===== src/rtl/svpd_pkg.sv =====
`default_nettype none

package svpd_pkg;

    // Fixed bytes ahead of the payload: header, header, length, id, command,
    // check1, check2.
    localparam logic [7:0] HEADER_BYTES = 8'd7;

    localparam logic [7:0] HEADER_VALUE_RST = 8'hFF;
    localparam logic [7:0] CHECK_MASK_RST   = 8'hFE;
    localparam logic [7:0] MAX_LENGTH_RST   = 8'hFF;

    // Configuration register indexes
    localparam logic [1:0] REG_HEADER_VALUE = 2'd0;
    localparam logic [1:0] REG_CHECK_MASK   = 2'd1;
    localparam logic [1:0] REG_MAX_LENGTH   = 2'd2;

    typedef enum logic [2:0] {
        PH_HEAD1   = 3'd0,
        PH_HEAD2   = 3'd1,
        PH_LENGTH  = 3'd2,
        PH_ID      = 3'd3,
        PH_CMD     = 3'd4,
        PH_CHECK1  = 3'd5,
        PH_CHECK2  = 3'd6,
        PH_PAYLOAD = 3'd7
    } phase_t;

    typedef enum logic [1:0] {
        ST_OK       = 2'd0,
        ST_CHECKSUM = 2'd1,
        ST_LENGTH   = 2'd2,
        ST_HEADER   = 2'd3
    } status_t;

    typedef struct packed {
        logic [7:0] header_value;
        logic [7:0] check_mask;
        logic [7:0] max_length;
    } cfg_t;

    typedef struct packed {
        logic [7:0] servo_id;
        logic [7:0] command;
        logic [7:0] payload_byte;
        logic       payload_valid;
        logic       last;
        status_t    status;
    } res_t;

endpackage

`default_nettype wire


===== src/rtl/svpd_parser.sv =====
`default_nettype none

module svpd_parser (
    input  wire logic           aclk,
    input  wire logic           aresetn,
    input  wire logic           advance,
    input  wire logic [7:0]     rx_byte,
    input  wire svpd_pkg::cfg_t cfg,
    output svpd_pkg::res_t      result,
    output logic                emit
);

    svpd_pkg::phase_t phase_reg, phase_next;
    logic [7:0] bytes_left_reg, bytes_left_next;
    logic [7:0] xor_reg, xor_next;
    logic [7:0] id_reg, id_next;
    logic [7:0] cmd_reg, cmd_next;
    logic [7:0] chk1_reg, chk1_next;
    logic [7:0] chk2_reg, chk2_next;

    logic [7:0]        xor_payload;
    svpd_pkg::status_t sum_status_chk2;
    svpd_pkg::status_t sum_status_pay;

    assign xor_payload = xor_reg ^ rx_byte;

    // Check against the byte arriving now for check2; payload folds in the byte.
    assign sum_status_chk2 = ((chk1_reg == (xor_reg & cfg.check_mask)) &&
                              (rx_byte == (~xor_reg & cfg.check_mask)))
                             ? svpd_pkg::ST_OK : svpd_pkg::ST_CHECKSUM;
    assign sum_status_pay  = ((chk1_reg == (xor_payload & cfg.check_mask)) &&
                              (chk2_reg == (~xor_payload & cfg.check_mask)))
                             ? svpd_pkg::ST_OK : svpd_pkg::ST_CHECKSUM;

    // Next state
    always_comb begin
        phase_next      = phase_reg;
        bytes_left_next = bytes_left_reg;
        xor_next        = xor_reg;
        id_next         = id_reg;
        cmd_next        = cmd_reg;
        chk1_next       = chk1_reg;
        chk2_next       = chk2_reg;
        unique case (phase_reg)
            svpd_pkg::PH_HEAD1: begin
                phase_next = (rx_byte == cfg.header_value) ? svpd_pkg::PH_HEAD2
                                                            : svpd_pkg::PH_HEAD1;
            end
            svpd_pkg::PH_HEAD2: begin
                phase_next = (rx_byte == cfg.header_value) ? svpd_pkg::PH_LENGTH
                                                            : svpd_pkg::PH_HEAD1;
            end
            svpd_pkg::PH_LENGTH: begin
                if (rx_byte < svpd_pkg::HEADER_BYTES || rx_byte > cfg.max_length) begin
                    phase_next = svpd_pkg::PH_HEAD1;
                end else begin
                    xor_next        = rx_byte;
                    bytes_left_next = rx_byte - svpd_pkg::HEADER_BYTES;
                    phase_next      = svpd_pkg::PH_ID;
                end
            end
            svpd_pkg::PH_ID: begin
                id_next    = rx_byte;
                xor_next   = xor_payload;
                phase_next = svpd_pkg::PH_CMD;
            end
            svpd_pkg::PH_CMD: begin
                cmd_next   = rx_byte;
                xor_next   = xor_payload;
                phase_next = svpd_pkg::PH_CHECK1;
            end
            svpd_pkg::PH_CHECK1: begin
                chk1_next  = rx_byte;
                phase_next = svpd_pkg::PH_CHECK2;
            end
            svpd_pkg::PH_CHECK2: begin
                chk2_next  = rx_byte;
                phase_next = (bytes_left_reg == 8'd0) ? svpd_pkg::PH_HEAD1
                                                      : svpd_pkg::PH_PAYLOAD;
            end
            svpd_pkg::PH_PAYLOAD: begin
                xor_next        = xor_payload;
                bytes_left_next = bytes_left_reg - 8'd1;
                phase_next      = (bytes_left_reg == 8'd1) ? svpd_pkg::PH_HEAD1
                                                           : svpd_pkg::PH_PAYLOAD;
            end
            default: phase_next = svpd_pkg::PH_HEAD1;
        endcase
    end

    // Outputs
    always_comb begin
        emit                 = 1'b0;
        result.servo_id      = 8'd0;
        result.command       = 8'd0;
        result.payload_byte  = 8'd0;
        result.payload_valid = 1'b0;
        result.last          = 1'b0;
        result.status        = svpd_pkg::ST_OK;
        unique case (phase_reg)
            svpd_pkg::PH_HEAD1,
            svpd_pkg::PH_HEAD2: begin
                if (rx_byte != cfg.header_value) begin
                    emit          = 1'b1;
                    result.last   = 1'b1;
                    result.status = svpd_pkg::ST_HEADER;
                end
            end
            svpd_pkg::PH_LENGTH: begin
                if (rx_byte < svpd_pkg::HEADER_BYTES || rx_byte > cfg.max_length) begin
                    emit          = 1'b1;
                    result.last   = 1'b1;
                    result.status = svpd_pkg::ST_LENGTH;
                end
            end
            svpd_pkg::PH_CHECK2: begin
                if (bytes_left_reg == 8'd0) begin
                    emit            = 1'b1;
                    result.servo_id = id_reg;
                    result.command  = cmd_reg;
                    result.last     = 1'b1;
                    result.status   = sum_status_chk2;
                end
            end
            svpd_pkg::PH_PAYLOAD: begin
                emit                 = 1'b1;
                result.servo_id      = id_reg;
                result.command       = cmd_reg;
                result.payload_byte  = rx_byte;
                result.payload_valid = 1'b1;
                if (bytes_left_reg == 8'd1) begin
                    result.last   = 1'b1;
                    result.status = sum_status_pay;
                end
            end
            default: emit = 1'b0;
        endcase
    end

    always_ff @(posedge aclk) begin
        if (!aresetn) begin
            phase_reg      <= svpd_pkg::PH_HEAD1;
            bytes_left_reg <= 8'd0;
            xor_reg        <= 8'd0;
            id_reg         <= 8'd0;
            cmd_reg        <= 8'd0;
            chk1_reg       <= 8'd0;
            chk2_reg       <= 8'd0;
        end else if (advance) begin
            phase_reg      <= phase_next;
            bytes_left_reg <= bytes_left_next;
            xor_reg        <= xor_next;
            id_reg         <= id_next;
            cmd_reg        <= cmd_next;
            chk1_reg       <= chk1_next;
            chk2_reg       <= chk2_next;
        end
    end

endmodule

`default_nettype wire


===== src/rtl/svpd_out_fifo.sv =====
`default_nettype none

module svpd_out_fifo (
    input  wire logic           aclk,
    input  wire logic           aresetn,
    input  wire logic           wr_en,
    input  wire svpd_pkg::res_t wr_data,
    input  wire logic           rd_en,
    output svpd_pkg::res_t      rd_data,
    output logic [1:0]          level
);

    svpd_pkg::res_t slot_reg [2];
    logic           head_reg, head_next;
    logic [1:0]     level_reg, level_next;
    logic           tail;

    // Writer never pushes into a full buffer; reader never pops an empty one.
    assign tail    = head_reg ^ level_reg[0];
    assign rd_data = slot_reg[head_reg];
    assign level   = level_reg;

    always_comb begin
        head_next  = head_reg ^ rd_en;
        level_next = level_reg + {1'b0, wr_en} - {1'b0, rd_en};
    end

    always_ff @(posedge aclk) begin
        if (!aresetn) begin
            head_reg  <= 1'b0;
            level_reg <= 2'd0;
        end else begin
            head_reg  <= head_next;
            level_reg <= level_next;
        end
    end

    always_ff @(posedge aclk) begin
        if (wr_en) begin
            slot_reg[tail] <= wr_data;
        end
    end

endmodule

`default_nettype wire


===== src/rtl/servo_packet_deframer.sv =====
`default_nettype none

// Channel   Direction  Ports                          Contents
// s_        in         s_tvalid s_tready s_tdata[7:0] rx_byte
// m_        out        m_tvalid m_tready m_tdata[23:0] servo_id, command, payload_byte
//                      m_tuser[2:0] m_tlast           payload_valid, status; last
// cfg_      in         cfg_valid cfg_ready cfg_index cfg_data   register writes
//
// One byte per cycle sustained while the output buffer has room: a byte is held
// in the input register while the framing state machine and the XOR check decide
// its result, which lands in a two-entry output buffer and leaves from there to m_.
// Reset (aresetn low, synchronous) returns to hunting for the first header byte
// and loads the register defaults. s_tready drops only when the input register
// is full and the output buffer holds two results; cfg_ready is always high.

module servo_packet_deframer (
    input  wire logic        aclk,
    input  wire logic        aresetn,

    input  wire logic        s_tvalid,
    output logic             s_tready,
    input  wire logic [7:0]  s_tdata,     // [7:0] rx_byte

    output logic             m_tvalid,
    input  wire logic        m_tready,
    output logic [23:0]      m_tdata,     // [7:0] servo_id, [15:8] command, [23:16] payload_byte
    output logic [2:0]       m_tuser,     // [0] payload_valid, [2:1] status
    output logic             m_tlast,

    input  wire logic        cfg_valid,
    output logic             cfg_ready,
    input  wire logic [1:0]  cfg_index,
    input  wire logic [7:0]  cfg_data
);

    svpd_pkg::cfg_t cfg_reg;

    logic        in_vld_reg;
    logic [7:0]  in_byte_reg;
    logic        advance;
    logic        emit;
    logic [1:0]  fifo_level;
    logic        pop;

    svpd_pkg::res_t result;
    svpd_pkg::res_t head_res;

    // Configuration writes; unknown indexes are dropped.
    assign cfg_ready = 1'b1;

    always_ff @(posedge aclk) begin
        if (!aresetn) begin
            cfg_reg.header_value <= svpd_pkg::HEADER_VALUE_RST;
            cfg_reg.check_mask   <= svpd_pkg::CHECK_MASK_RST;
            cfg_reg.max_length   <= svpd_pkg::MAX_LENGTH_RST;
        end else if (cfg_valid && cfg_ready) begin
            unique case (cfg_index)
                svpd_pkg::REG_HEADER_VALUE: cfg_reg.header_value <= cfg_data;
                svpd_pkg::REG_CHECK_MASK:   cfg_reg.check_mask   <= cfg_data;
                svpd_pkg::REG_MAX_LENGTH:   cfg_reg.max_length   <= cfg_data;
                default:                    cfg_reg              <= cfg_reg;
            endcase
        end
    end

    // Advance the held byte only when the buffer has a free slot, so a
    // result is never dropped.
    assign advance  = in_vld_reg && (fifo_level != 2'd2);
    assign s_tready = !in_vld_reg || advance;

    always_ff @(posedge aclk) begin
        if (!aresetn) begin
            in_vld_reg <= 1'b0;
        end else if (s_tready) begin
            in_vld_reg <= s_tvalid;
        end
    end

    always_ff @(posedge aclk) begin
        if (s_tvalid && s_tready) begin
            in_byte_reg <= s_tdata;
        end
    end

    svpd_parser u_parser (
        .aclk    (aclk),
        .aresetn (aresetn),
        .advance (advance),
        .rx_byte (in_byte_reg),
        .cfg     (cfg_reg),
        .result  (result),
        .emit    (emit)
    );

    assign pop = m_tvalid && m_tready;

    svpd_out_fifo u_out_fifo (
        .aclk    (aclk),
        .aresetn (aresetn),
        .wr_en   (advance && emit),
        .wr_data (result),
        .rd_en   (pop),
        .rd_data (head_res),
        .level   (fifo_level)
    );

    assign m_tvalid = (fifo_level != 2'd0);
    assign m_tdata  = {head_res.payload_byte, head_res.command, head_res.servo_id};
    assign m_tuser  = {head_res.status, head_res.payload_valid};
    assign m_tlast  = head_res.last;

    // The buffer never overfills.
    a_level_bound: assert property (@(posedge aclk) disable iff (!aresetn)
        fifo_level != 2'd3)
        else $error("output buffer level out of range");

    // A full buffer stalls the state machine.
    a_no_adv_full: assert property (@(posedge aclk) disable iff (!aresetn)
        fifo_level == 2'd2 |-> !advance)
        else $error("advance while output buffer full");

    // Mid-packet results are payload bytes with status ok.
    a_mid_payload: assert property (@(posedge aclk) disable iff (!aresetn)
        m_tvalid && !m_tlast |-> m_tuser[0] && m_tuser[2:1] == svpd_pkg::ST_OK)
        else $error("non-final result without payload or with status");

    // No payload flag means a zero payload byte.
    a_empty_payload: assert property (@(posedge aclk) disable iff (!aresetn)
        m_tvalid && !m_tuser[0] |-> m_tdata[23:16] == 8'd0 && m_tlast)
        else $error("result without payload is not a clean final result");

endmodule

`default_nettype wire


===== config.mk =====
export PLATFORM = sky130hd
export DESIGN_NAME = servo_packet_deframer
export DESIGN_NICKNAME = d
export VERILOG_FILES = /design/src/rtl/svpd_pkg.sv /design/src/rtl/svpd_parser.sv /design/src/rtl/svpd_out_fifo.sv /design/src/rtl/servo_packet_deframer.sv
export SDC_FILE = /design/constraint.sdc
export NUM_CORES = 1
export LEC_CHECK = 0
export BUFFER_PORTS_ARGS = -buffer_cell sky130_fd_sc_hd__buf_4
export CORE_ASPECT_RATIO = 0.75
export CORE_MARGIN = 3
export CORE_UTILIZATION = 50
export CTS_CLUSTER_SIZE = 14
export DETAILED_ROUTE_END_ITERATION = 12
export PLACE_DENSITY = 0.68
export SLEW_MARGIN = 30
export SYNTH_ARGS = -nofsm -noshare
export SYNTH_HDL_FRONTEND = slang
export SYNTH_SLANG_ARGS = --single-unit

===== constraint.sdc =====
create_clock -name aclk -period 5.55 [get_ports aclk]
set_input_delay 1.11 -clock aclk [delete_from_list [all_inputs] [get_ports aclk]]
set_output_delay 1.11 -clock aclk [all_outputs]
set_load 0.02 [all_outputs]

After elaboration in Yosys (flattened, before gate mapping)
Memories as Yosys holds them, arrays and structs flattened. A register that Yosys moved wholly into a read port is not among the register bits.
Index checks and enable logic that the tools add are counted.
{"block": "word_totals", "register_bits": 87, "ramBits": 56, "in_bits": 23, "word_cells": 101, "mem_count": 1}
{"block": "classes", "addsub": 4, "order_cmp": 2, "n_eq_ne": 18, "mux": 27, "bitwise": 9, "n_reduce_logical": 26}
{"name": "u_out_fifo.slot_reg", "depth": 2, "width": 28, "rd": 1, "rd_ports_with_merged_regs": 1, "wr": 1, "line": "svpd_out_fifo.sv:13", "rtl": "svpd_pkg::res_t slot_reg [2];"}
{"cell": "== test 8 bit", "n": 5}
{"cell": "AND 8 bit", "n": 4}
{"cell": "one-hot mux 16 bit (2 select lines)", "n": 1}
{"cell": "one-hot mux 8 bit (2 select lines)", "n": 2}
{"cell": "one-hot mux 3 bit (8 select lines)", "n": 1}
{"cell": "two-way mux 3 bit", "n": 6}
{"cell": "two-way mux 16 bit", "n": 1}
{"cell": "two-way mux 8 bit", "n": 2}
{"cell": "inverter 8 bit", "n": 2}
{"cell": "AND reduction 2 bit", "n": 7}
{"cell": "== test 3 bit, second input constant", "n": 4}
{"cell": "one-hot mux 3 bit (4 select lines)", "n": 1}
{"cell": "two-way mux 1 bit", "n": 9}
{"cell": "two-way mux 9 bit", "n": 1}
{"cell": "== test 8 x 1 -> 1 bit, second input constant", "n": 1}
{"cell": "> comparator 8 bit", "n": 1}
{"cell": "zero test 8 bit", "n": 1}
{"cell": "< comparator 8 x 3 -> 1 bit, second input constant", "n": 1}
{"cell": "!= test 8 bit", "n": 1}
{"cell": "subtractor 8 x 1 -> 8 bit, second input constant", "n": 1}
{"cell": "subtractor 8 x 3 -> 8 bit, second input constant", "n": 1}
{"cell": "bitwise XOR 8 bit", "n": 1}
{"cell": "== test 3 x 2 -> 1 bit, second input constant", "n": 2}
{"cell": "logical AND 1 bit", "n": 6}
{"cell": "other kinds (17)", "n": 24}

Longest topological paths before layout
Gate-level depths: netlist of the first run.
{"block": "logic_depth", "ltp_word": 8, "depth_mapped": 14, "depth_no_buf": 13}

By module
A second synthesis of the first run with hierarchy kept.
{"block": "unflattened", "cells_unflattened": 707, "hier_area_um2": 7203.2}
{"mod": "svpd_parser", "n_inst": 1, "cells_per_inst": 493, "area_each_um2": 3580.9, "seq_area_each_um2": 1021.0}
{"mod": "svpd_out_fifo", "n_inst": 1, "cells_per_inst": 104, "area_each_um2": 2313.5, "seq_area_each_um2": 1761.7}
{"mod": "servo_packet_deframer", "n_inst": 1, "cells_per_inst": 110, "area_each_um2": 1308.8, "seq_area_each_um2": 740.7}

Least setup slack after synthesis of the first run
Ideal clock, no wire load.
{"block": "synth_path", "path_kind": "register -> register", "startpoint": "reg in_byte_reg[0]", "endpoint": "mem u_out_fifo.slot_reg[1][0] (netlist bit) (enable)", "setup_ps": 416, "t_arrival_ps": 3046, "slack_ps": 2088, "path_stages_with_launch": 10, "path_buffers": 1, "synth_period_minus_slack_ps": 3462, "path_cell_list": "edfxtp_1 -> buf_2 -> inv_1 -> ha_1 -> nor2b_1 -> o211ai_1 -> a21o_1 -> a311oi_4 -> o31ai_1 -> nor2b_1"}
{"block": "synth_between", "elab_chain_cells": 7, "word_cells_on_any_way": 10, "classes_between": "order compare (2); eq/ne (1); mux (5); reduce/logical (2)"}
{"element": "from (decl)", "line": "servo_packet_deframer.sv:39", "rtl": "logic [7:0] in_byte_reg;"}
{"element": "from (signal assigned)", "line": "servo_packet_deframer.sv:81", "rtl": "in_byte_reg <= s_tdata;"}
{"element": "< comparator 8 x 3 -> 1 bit / > comparator 8 bit (equally long branches)", "line": "svpd_parser.sv:110", "rtl": "if (rx_byte < svpd_pkg::HEADER_BYTES || rx_byte > cfg.max_length) begin"}
{"element": "logical OR 1 bit", "line": "svpd_parser.sv:110"}
{"element": "two-way mux 1 bit", "line": "svpd_parser.sv:110"}
{"element": "one-hot mux 1 bit (4 select lines) (*)", "line": "svpd_parser.sv:100", "rtl": "unique case (phase_reg)"}
{"element": "logical AND 1 bit (*)", "line": "servo_packet_deframer.sv:100", "rtl": ".wr_en (advance && emit),"}
{"element": "two-way mux 1 bit (*)", "line": "svpd_out_fifo.sv:39", "rtl": "if (wr_en) begin"}
{"element": "two-way mux 1 bit (not written as such) (*)", "line": "svpd_out_fifo.sv:40", "rtl": "slot_reg[tail] <= wr_data;"}
{"element": "to (decl)", "line": "svpd_out_fifo.sv:13"}
Mark *: on every way between the ends. The rest lies on a longest branch, timed or not.

Worst setup path in the final report of the first run
{"block": "layout_path", "startpoint": "reg in_byte_reg[0]", "endpoint": "reg u_out_fifo.level_reg[1], in the netlist u_out_fifo.level[1]"}
{"block": "layout_between", "elab_chain_cells": 7, "word_cells_on_any_way": 10, "classes_between": "add/sub (2); order compare (2); eq/ne (1); mux (3); reduce/logical (2)"}
{"element": "< comparator 8 x 3 -> 1 bit / > comparator 8 bit (equally long branches)", "line": "svpd_parser.sv:110"}
{"element": "logical OR 1 bit", "line": "svpd_parser.sv:110"}
{"element": "two-way mux 1 bit", "line": "svpd_parser.sv:110"}
{"element": "one-hot mux 1 bit (4 select lines) (*)", "line": "svpd_parser.sv:100"}
{"element": "logical AND 1 bit (*)", "line": "servo_packet_deframer.sv:100"}
{"element": "adder 2 x 1 -> 2 bit (*)", "line": "svpd_out_fifo.sv:25", "rtl": "level_next = level_reg + {1'b0, wr_en} - {1'b0, rd_en};"}
{"element": "subtractor 2 x 1 -> 2 bit (*)", "line": "svpd_out_fifo.sv:25"}
{"element": "to (signal assigned)", "line": "svpd_out_fifo.sv:34", "rtl": "level_reg <= level_next;"}
{"element": "to (decl)", "line": "svpd_out_fifo.sv:15", "rtl": "logic [1:0] level_reg, level_next;"}
Marks and branches as above.
A chain may end at the register's enable or synchronous reset.

==> results of run 1 <==
per-stage QoR:
step | instance area, um2 | util [%]
5_1_grt | 8070 | 60.3
3_3_place_gp | 7490 | 56.0
3_5_place_dp | 7490 | 56.0
6_report | 8070 | 60.3
2_1_floorplan | 7070 | -
4_1_cts | 8060 | 60.3
cell usage in the layout (no fill, tap or decap), types with 4 or more instances in the layout:
master       n
a21oi_1     34
and2_1      24
and3b_1      4
buf_4       56
clkbuf_16   17
clkinvlp_4   4
dfxtp_1     80
edfxtp_1    64
ha_1        13
inv_1       25
inv_6        7
mux2_2      30
mux2i_1     20
nand2_1     88
nand2b_1     7
nand3_1     32
nand4_1      9
nor2_1      65
nor2b_1      5
nor3_1      16
nor3b_1      6
nor4_1       4
o211ai_1    11
o21ai_0      9
o22ai_1      7
o311ai_1     8
o31a_2       8
o31ai_1      6
or3_1        6
xnor2_1     21
xor2_1      17
worst max-delay path: stages (launching register included):
cell	delay, ns
edfxtp_1	0.57
inv_1	0.27
ha_1	0.26
nor2b_1	0.12
o211ai_1	0.10
a21o_1	0.23
a311oi_4	0.78
o31ai_1	0.29
ha_1	0.35
inv_1	0.04
ha_1	0.17
xor2_1	0.16
xnor2_1	0.14
nor2_1	0.05
cells by family after synthesis:
kind of cell	count (synthesis)
buf+inv	70
other cells	1
flops	144
xor+xnor	38
mux	50
simple gates	284
fa+ha+maj	13
compound gates	110
report_power, final:
part | switching [mW] | internal, mW
sequential | 0.0516 | 1.20
combinational | 0.305 | 0.229
clock | 0.484 | 0.631
metal layers:
layer  part of all wire (%)  vias to the layer above
li1                       -                     2573
met1                     46                     2590
met2                     46                      181
met3                    7.2                       12
met4                   0.75                        0
met5                      0                        -
area by class of cell:
cell class              instances  area share [%]
flip-flops and latches        144            43.7
clock buffers                  17            5.27
well taps                     171            2.65
clock inverters                15            1.85
multi-input cells             496            40.2
inverters                      25            1.16
repair buffers                 56            5.21
worst paths after layout:
kind	from	end	slack, ns	cells after the start
worst max-delay path	in_byte_reg[0]	u_out_fifo.level[1]	1.90	13
worst min-delay path	u_parser.id_reg[3]	u_parser.id_reg[3]	0.46	2
worst max register to register	in_byte_reg[0]	u_out_fifo.level[1]	1.90	13
worst min register to register	u_parser.id_reg[3]	u_parser.id_reg[3]	0.46	2
==> out/qor.txt, run 1 <==
Status = completed
Syn avg cell area = 9.95 um2
Antenna cells = 0
GR Util met3 = 5.57%
Register area share after synthesis = 49.9%
Worst-Margin Slew = 0.875 ns
# rows = 36
Maxcap violations = 0
DIE HEIGHT = 109 um
Starting Density = 52.8%
Clock sink count = 144
Hold slack = 0.455 ns
Highest clock rate = 274 MHz
Hold_buf cts = 0
GP Congestion = 0.868
Area of the multi-input gates = 3240 um2
Final setup viols = 0
Max Root-Sink Buffers = 2
Ranking of synthesized cells by area = edfxtp_1 27%, dfxtp_1 23%, mux2_2 4.8%, nand2_1 4.7%, nor2_1 3.5%
Synth top cells by count = 88 x nand2_1, 80 x dfxtp_1, 66 x nor2_1, 64 x edfxtp_1, 35 x a21oi_1
CTS buffer count = 17
Dominant cell by count in the synthesized netlist = nand2_1
Post-synthesis simple-gate area fraction = 19.7%
Area Growth Syn to Fin = 14.1%
DRC = 0
Root Driver = clkbuf_16
Pre-CTS setup slack = 1.93 ns
Vias per cell = 5.80
Static leakage = 3.10 nW
Worst EP arrival = 3.95 ns
Period minus WS final = 3.65 ns
Synthesized area = 7070 um2
Largest net degree at the start of global routing = 46
Worst VDD drop = 0.000225 V
Filler instances = 1113
Share of layout cells above drive strength 1 = 19.1%
Post-synthesis xor/xnor area fraction = 4.71%
Port Buf Inserts = 52
Post-Route WL = 17200 um
Detail Route Antenna Nets = 0
Endpoint class of the critical path = register
Drt pass-1 iters = 6
Placed cells = 892
Final period util = 65.8%
Pins Over Slew Limit = 0
Max FFs per register = 56
Synth warn = 0
Final worst slack = 1.90 ns
GR peak layer = met2
Grt met2 use = 36.1%
Top cell type's share of synthesized area = 27.2%
TNS Setup = 0 ns
Final Hold Vio Count = 0
Sequential standard cell area = 3520 um2
Design Power = 2.90 mW
Nature of the critical path startpoint = register
Adder-Cell Fraction of Synth Area = 2.30%
Final #Nets = 776
Clk_skew = 0.00611 ns
All-Layer GR Usage = 22.9%
Worst-path fanout max = 18
Die area = 15600 um2
IO Pins = 54
Post-synthesis compound-gate area fraction = 11.3%
HP Class = register to register
Crit Path Class = register to register
WP data required = 5.84 ns
CTS clk-pin slew, worst paths = 0.06 ns
Syn Inst Count = 710
DR WL/cell = 18.6 um
RSZ-0062 raised after global routing = no
First-pass GRT wire length = 27400 um
Placeable Area = 13400 um2
Synthesis-stage register bit count = 144
Largest family of logic cells by synthesized area = simple AND/OR/NAND/NOR gates
HPWL Detailed = 12000 um
Via count = 5356
Die W = 143 um
Vias in the first global route = 5134
CTS tree = done
Initial antenna violation count = 0
FFs w/ async S/R, synth = 0%
EDFF count, synth = 64
Multiplexer share of the synthesized area = 7.61%
Synth area leader = edfxtp_1
Overflow after GRT = 0
Initial DRC Count = 455
Resized Gates After CTS = 0
Setup Fix Bufs, Post-CTS = 0
Clock latency on the worst-skew pair = 0.42 ns
Synth cell types = 65
H-tree levels = 4
Worst slew margin = 41.7%
GR Util met1 = 32.8%
Post-Syn Nets = 746
Top_reg_cell synth = dfxtp_1
PD cells = 359 nW/um2
Final cell count without fillers = 924
No activity file was read; power rests on OpenSTA's default activity.
==> inputs of run 2 (changes only) <==
- ABC_AREA: default -> 1
- PLACE_DENSITY: 0.68 -> 0.71
- clock period: 5.55 -> 3.3 ns (I/O delays scaled with it)
==> run 2 against run 1 <==
Effect of this change:
- sequential power grew 67%
- clock-buffer cell count is the same
- critical path type unchanged
- flip-flop and latch count is the same
- largest cell class unchanged
- power grew 69%
- core utilization grew 0.28 points
- hold slack lost 0.041 ns
- via count grew 2.1%
- worst setup slack lost 1.3 ns
- critical path depth grew 2
- critical endpoint unchanged
- non-clock buffer count grew 6
- largest power group unchanged
- maximum frequency grew 33%
- combinational power grew 67%
==> out/qor.txt, run 2 <==
Hold slack = 0.414 ns
Die area = 15300 um2
Largest family of logic cells by synthesized area = simple AND/OR/NAND/NOR gates
PD cells = 611 nW/um2
Worst-Margin Slew = 0.903 ns
Comb pwr share = 18.2%
Pins Over Slew Limit = 0
Sw Ratio = 29.4%
Initial antenna violation count = 0
DIE HEIGHT = 108 um
CTS clk-pin slew, worst paths = 0.07 ns
Final period util = 83.1%
Status = completed
FFs w/ async S/R, synth = 0%
Highest clock rate = 365 MHz
Worst VDD drop = 0.000453 V
Most frequent cells in the layout = 186 x nand2_1, 95 x nor2_1, 81 x inv_1, 80 x dfxtp_1, 64 x edfxtp_1
Final instance area = 8020 um2
Synth area leader = edfxtp_1
Worst slew margin = 39.6%
IO Pins = 54
Post-DP Area = 7430 um2
Worst EP arrival = 3.10 ns
Synth top cells by count = 186 x nand2_1, 97 x nor2_1, 81 x inv_1, 80 x dfxtp_1, 64 x edfxtp_1
Design Power = 4.90 mW
Syn Inst Count = 807
Vias in the first global route = 5069
Placed cells = 1011
Flop pwr share = 42.7%
Starting Density = 52.1%
Filler instances = 1151
Largest net degree at the start of global routing = 77
Post-synthesis compound-gate area fraction = 9.91%
Period minus WS final = 2.74 ns
Dominant cell by count in the synthesized netlist = nand2_1
Max FFs per register = 56
Placeable Area = 13200 um2
Crit Path Class = register to register
Max Root-Sink Buffers = 2
EDFF count, synth = 64
Top cell type's share of synthesized area = 27.9%
RSZ-0062 raised after global routing = no
Top_reg_cell synth = dfxtp_1
Final #Nets = 895
Adder-Cell Fraction of Synth Area = 2.36%
H-tree levels = 4
Endpoint class of the critical path = register
Root Driver = clkbuf_16
Die W = 142 um
Final Hold Vio Count = 0
Worst-path fanout max = 8
Synthesized area = 6900 um2
Post-Syn Nets = 843
Clock sink count = 144
Nature of the critical path startpoint = register
Synthesis-stage register bit count = 144
Cell-internal power = 3.46 mW
Register area share after synthesis = 51.1%
Ranking of synthesized cells by area = edfxtp_1 28%, dfxtp_1 23%, nand2_1 10%, nor2_1 5.3%, mux2_2 4.6%
Vias per cell = 5.24
Switch Pwr = 1.44 mW
Final core utilization = 60.6%
Setup Fix Bufs, Post-CTS = 0
Post-synthesis xor/xnor area fraction = 4.44%
Via count = 5470
Detail Route Antenna Nets = 0
Synth warn = 0
Pre-CTS setup slack = 0.594 ns
HPWL Detailed = 10900 um
Maxcap violations = 0
Final setup viols = 0
Port Buf Inserts = 52
Antenna cells = 0
All-Layer GR Usage = 21.8%
Static leakage = 3.47 nW
Clock latency on the worst-skew pair = 0.43 ns
Overflow after GRT = 0
Resized Gates After CTS = 0
Drt pass-1 iters = 5
WP data required = 3.66 ns
Post-synthesis simple-gate area fraction = 20.3%
Clk pwr share = 39.2%
Syn avg cell area = 8.55 um2
Post-Route WL = 16000 um
Initial DRC Count = 574
Share of layout cells above drive strength 1 = 16.7%
TNS Setup = 0 ns
CTS tree = done
CTS buffer count = 17
# rows = 36
Hold_buf cts = 0
GP Congestion = 0.876
Final cell count without fillers = 1043
Synth cell types = 39
DR WL/cell = 15.3 um
Final worst slack = 0.558 ns
DRC = 0
Area Growth Syn to Fin = 16.3%
Multiplexer share of the synthesized area = 4.57%
Most common cell after layout, fill and taps aside = nand2_1
First-pass GRT wire length = 26000 um
Clk_skew = 0.0131 ns
HP Class = primary input to register
run 2: changes by cell type after synthesis, moves of 9 or more:
| cell | previous run | this run |
|---|---|---|
| a21oi_1 | 35 | 46 |
| and2_1 | 24 | 0 |
| clkbuf_1 | 24 | 9 |
| inv_1 | 25 | 81 |
| mux2i_1 | 20 | 0 |
| nand2_1 | 88 | 186 |
| nor2_1 | 66 | 97 |
| nor3_1 | 16 | 4 |
| o21ai_0 | 9 | 51 |
| xnor2_1 | 21 | 12 |
run 2: cell families after synthesis:
group / count (synthesis)
simple gates: 338
flops: 144
compound gates: 126
buf+inv: 122
xor+xnor: 35
mux: 28
fa+ha+maj: 13
other cells: 1
run 2: worst max-delay path, stage by stage, from the launching register on:
cell and delay, ns:
edfxtp_1 0.53, ha_1 0.27, nand2_1 0.10, nand3_1 0.14, nor3_2 0.16, nand2_1 0.09, nand2_1 0.10, nand2_2 0.14
nand3_1 0.12, nand2_1 0.12, ha_1 0.30, inv_1 0.04, ha_1 0.17, xor2_1 0.16, o21ai_0 0.09, a21oi_1 0.14
run 2: layer usage:
metal / global-route usage, % / up-vias / part of all wire [%]
met5: 0 / - / 0
met4: 6.23 / 0 / 1.6
met3: 4.71 / 23 / 7.0
met2: 33.6 / 198 / 44
met1: 31.1 / 2502 / 47
li1: - / 2747 / -
run 2: path summary, 6_finish.rpt:
check / start / end / slack (ns) / cells after the start
setup reg to reg: in_byte_reg[0] / u_out_fifo.level[1] / 0.56 / 15
setup / recovery: in_byte_reg[0] / u_out_fifo.level[1] / 0.56 / 15
hold reg to reg: cfg_reg[20] / cfg_reg[20] / 0.49 / 2
hold / removal: s_tdata[4] / in_byte_reg[4] / 0.41 / 1
run 2: power groups by stage:
stage,combinational (mW),sequential (mW),clock (mW)
after floorplan,0.592,2.11,0
after global placement,0.889,2.12,0
after detailed placement,0.892,2.13,0
after CTS,0.899,2.09,1.93
after global routing,0.976,2.11,2.02
final,0.890,2.09,1.92
run 2: layout make-up:
type / instances / area, um2 / share of cell area (%)
Sequential cell: 144 / 3520 / 43.9
Multi-Input combinational cell: 541 / 2880 / 35.9
Timing Repair Buffer: 62 / 465 / 5.80
Clock buffer: 17 / 425 / 5.30
Inverter: 93 / 349 / 4.35
Tap cell: 171 / 214 / 2.67
Clock inverter: 15 / 165 / 2.06
==> inputs of run 3 (changes only) <==
- clock period: 3.3 -> 2.2 ns (I/O delays scaled with it)
==> run 3 against run 2 <==
Effect of this change:
- the run now ends with setup timing left
- cell area is 8.7% higher
- sequential share of layout area decreased by 3.5 points
- die area did not move
- combinational power rose by 88%
- hold slack worse by 0.22 ns
- clock-buffer cell count is 4 higher
- critical path depth did not move
- clock skew down 0.0058 ns
- final cell count increased by 5.6%
- register-to-register slack worse by 0.74 ns
- clock power is 44% higher
- global-route usage up 1.6 points
- largest power group unchanged
- highest routed layer unchanged
==> out/qor.txt, run 3 (synthesized netlist as in run 2, its figures left out) <==
Placed cells = 1043
Most frequent cells in the layout = 178 x nand2_1, 109 x buf_4, 93 x nor2_1, 80 x dfxtp_1, 79 x inv_1
H-tree levels = 4
Final setup viols = 59
Failing checks = setup timing
Status = finished, violations left
Filler instances = 1010
Antenna cells = 0
DRC = 0
Final period util = 108%
Buf/Inv on CP = 1
CTS buffer count = 17
Period minus WS final = 2.38 ns
Clock sink count = 144
Share of layout cells above drive strength 1 = 24.4%
Most common cell after layout, fill and taps aside = nand2_1
Critical-path top delay cell = edfxtp_1
Placeable Area = 13200 um2
RSZ-0062 raised after global routing = yes
DR WL/cell = 16.3 um
TNS Setup = -6.47 ns
Hold Crit Endpoint = in_byte_reg[5]
Reg2Reg Launch Point = in_byte_reg[1]
Pins Over Slew Limit = 0
Post-DP Area = 7770 um2
Detail Route Antenna Nets = 0
Initial antenna violation count = 0
Final Hold Vio Count = 0
Drt pass-1 iters = 5
Root Driver = clkbuf_16
DIE HEIGHT = 108 um
HP Start = s_tdata[5]
IO Pins = 54
Worst VDD drop = 0.000814 V
Die area = 15300 um2
WP data required = 2.51 ns
Nature of the critical path startpoint = register
Worst slew margin = 38.9%
Clk_skew = 0.00732 ns
Final #Nets = 953
GP Congestion = 0.903
CP peak stage delay = 0.48 ns
Sequential standard cell area = 3520 um2
RR Endpoint = u_out_fifo.level[1]
R2R Setup Slk = -0.18 ns
Worst-Margin Slew = 0.913 ns
Hold_buf cts = 0
Endpoint class of the critical path = register
Area Growth Syn to Fin = 26.5%
CTS clk-pin slew, worst paths = 0.06 ns
Die W = 142 um
Port Buf Inserts = 52
Worst EP arrival = 2.70 ns
Static leakage = 3.80 nW
# rows = 36
HPWL Detailed = 11700 um
Vias in the first global route = 5831
Max Root-Sink Buffers = 2
PD cells = 868 nW/um2
Crit Path Class = register to register
Family with the most delay on the worst path = simple AND/OR/NAND/NOR gates
Final worst slack = -0.184 ns
Area of the multi-input gates = 3080 um2
Hold path depth = 1
Worst-path fanout max = 3
CTS tree = done
Pre-CTS setup slack = -0.202 ns
Final instance area = 8720 um2
Cell chain of the critical path = ha_2, nand2_2, nand3_2, nor3_4, nand2_1, nand2_2, nand2_4, nand3_4, nand2_4, ha_4, inv_2, ha_4, xor2_2, o21ai_1, a21oi_1
Initial DRC Count = 646
Clock latency on the worst-skew pair = 0.42 ns
Highest clock rate = 419 MHz
HP Class = primary input to register
Starting Density = 52.1%
Via count = 5957
R2r worst-path depth = 15
Largest net degree at the start of global routing = 71
Vias per cell = 5.41
Maxcap violations = 0
First-pass GRT wire length = 27900 um
Post-Route WL = 18000 um
Final cell count without fillers = 1101
Max FFs per register = 56
All-Layer GR Usage = 23.4%
Overflow after GRT = 0
-- run 3: cell count changes in the layout (fill, tap and decap cells not counted), moves of 3 or more --
cell,change
buf_4,+47
buf_6,+6
clkbuf_1,+3
clkinv_2,+4
ha_1,-6
ha_4,+4
inv_6,-3
inv_8,-4
nand2_1,-8
nand2_2,+6
nand3_1,-3
nor2_4,+3
o21ai_0,-3
o21ai_1,+3
-- run 3: worst max path at each step --
stage                   start             endpoint  slack, ns  cells after the start
5_1_grt        in_byte_reg[1]  u_out_fifo.level[1]      -0.30                     18
4_1_cts        in_byte_reg[1]  u_out_fifo.level[1]      -0.09                     18
6_report       in_byte_reg[1]  u_out_fifo.level[1]      -0.18                     15
3_3_place_gp   in_byte_reg[0]  u_out_fifo.level[1]       -0.1                     20
2_1_floorplan  in_byte_reg[1]  u_out_fifo.level[1]      -0.13                     18
3_5_place_dp   in_byte_reg[0]  u_out_fifo.level[1]      -0.20                     20
-- run 3: power by group --
part | switching [mW] | internal, mW
combinational | 0.924 | 0.742
clock | 1.09 | 1.69
sequential | 0.0912 | 3.04
total | 2.10 | 5.47
-- run 3: metrics by stage --
step / util [%] / hold slack [ns] / total power [mW]
floorplan: - / 0.447 / 4.10
global placement: 58.7 / 0.460 / 4.63
detailed placement: 58.7 / 0.474 / 4.69
CTS: 63.9 / 0.180 / 7.48
global route: 65.9 / 0.178 / 7.85
finish: 65.9 / 0.195 / 7.57
-- run 3: area by class of cell --
type / count / area share [%]
Inverter: 93 / 4.22
Clock buffer: 21 / 5.16
Sequential cell: 144 / 40.4
Multi-Input combinational cell: 542 / 35.3
Tap cell: 171 / 2.45
Timing Repair Buffer: 119 / 11.2
Clock inverter: 11 / 1.32
-- run 3: timing repair --
| action | CTS | global route |
|---|---|---|
| endpoints found under the hold margin | 0 | 0 |
| pin swaps | 12 | 8 |
| endpoints found under the setup margin | 58 | 69 |
| resized for setup | 8 | 24 |
| cloned | 0 | 5 |
| setup buffers | 10 | 12 |
-- run 3: routing by layer --
layer | track usage [%] | part of all wire (%)
met4 | 9.04 | 1.8
met2 | 37.1 | 46
met5 | 0 | 0
met1 | 31.0 | 43
met3 | 5.91 | 8.2
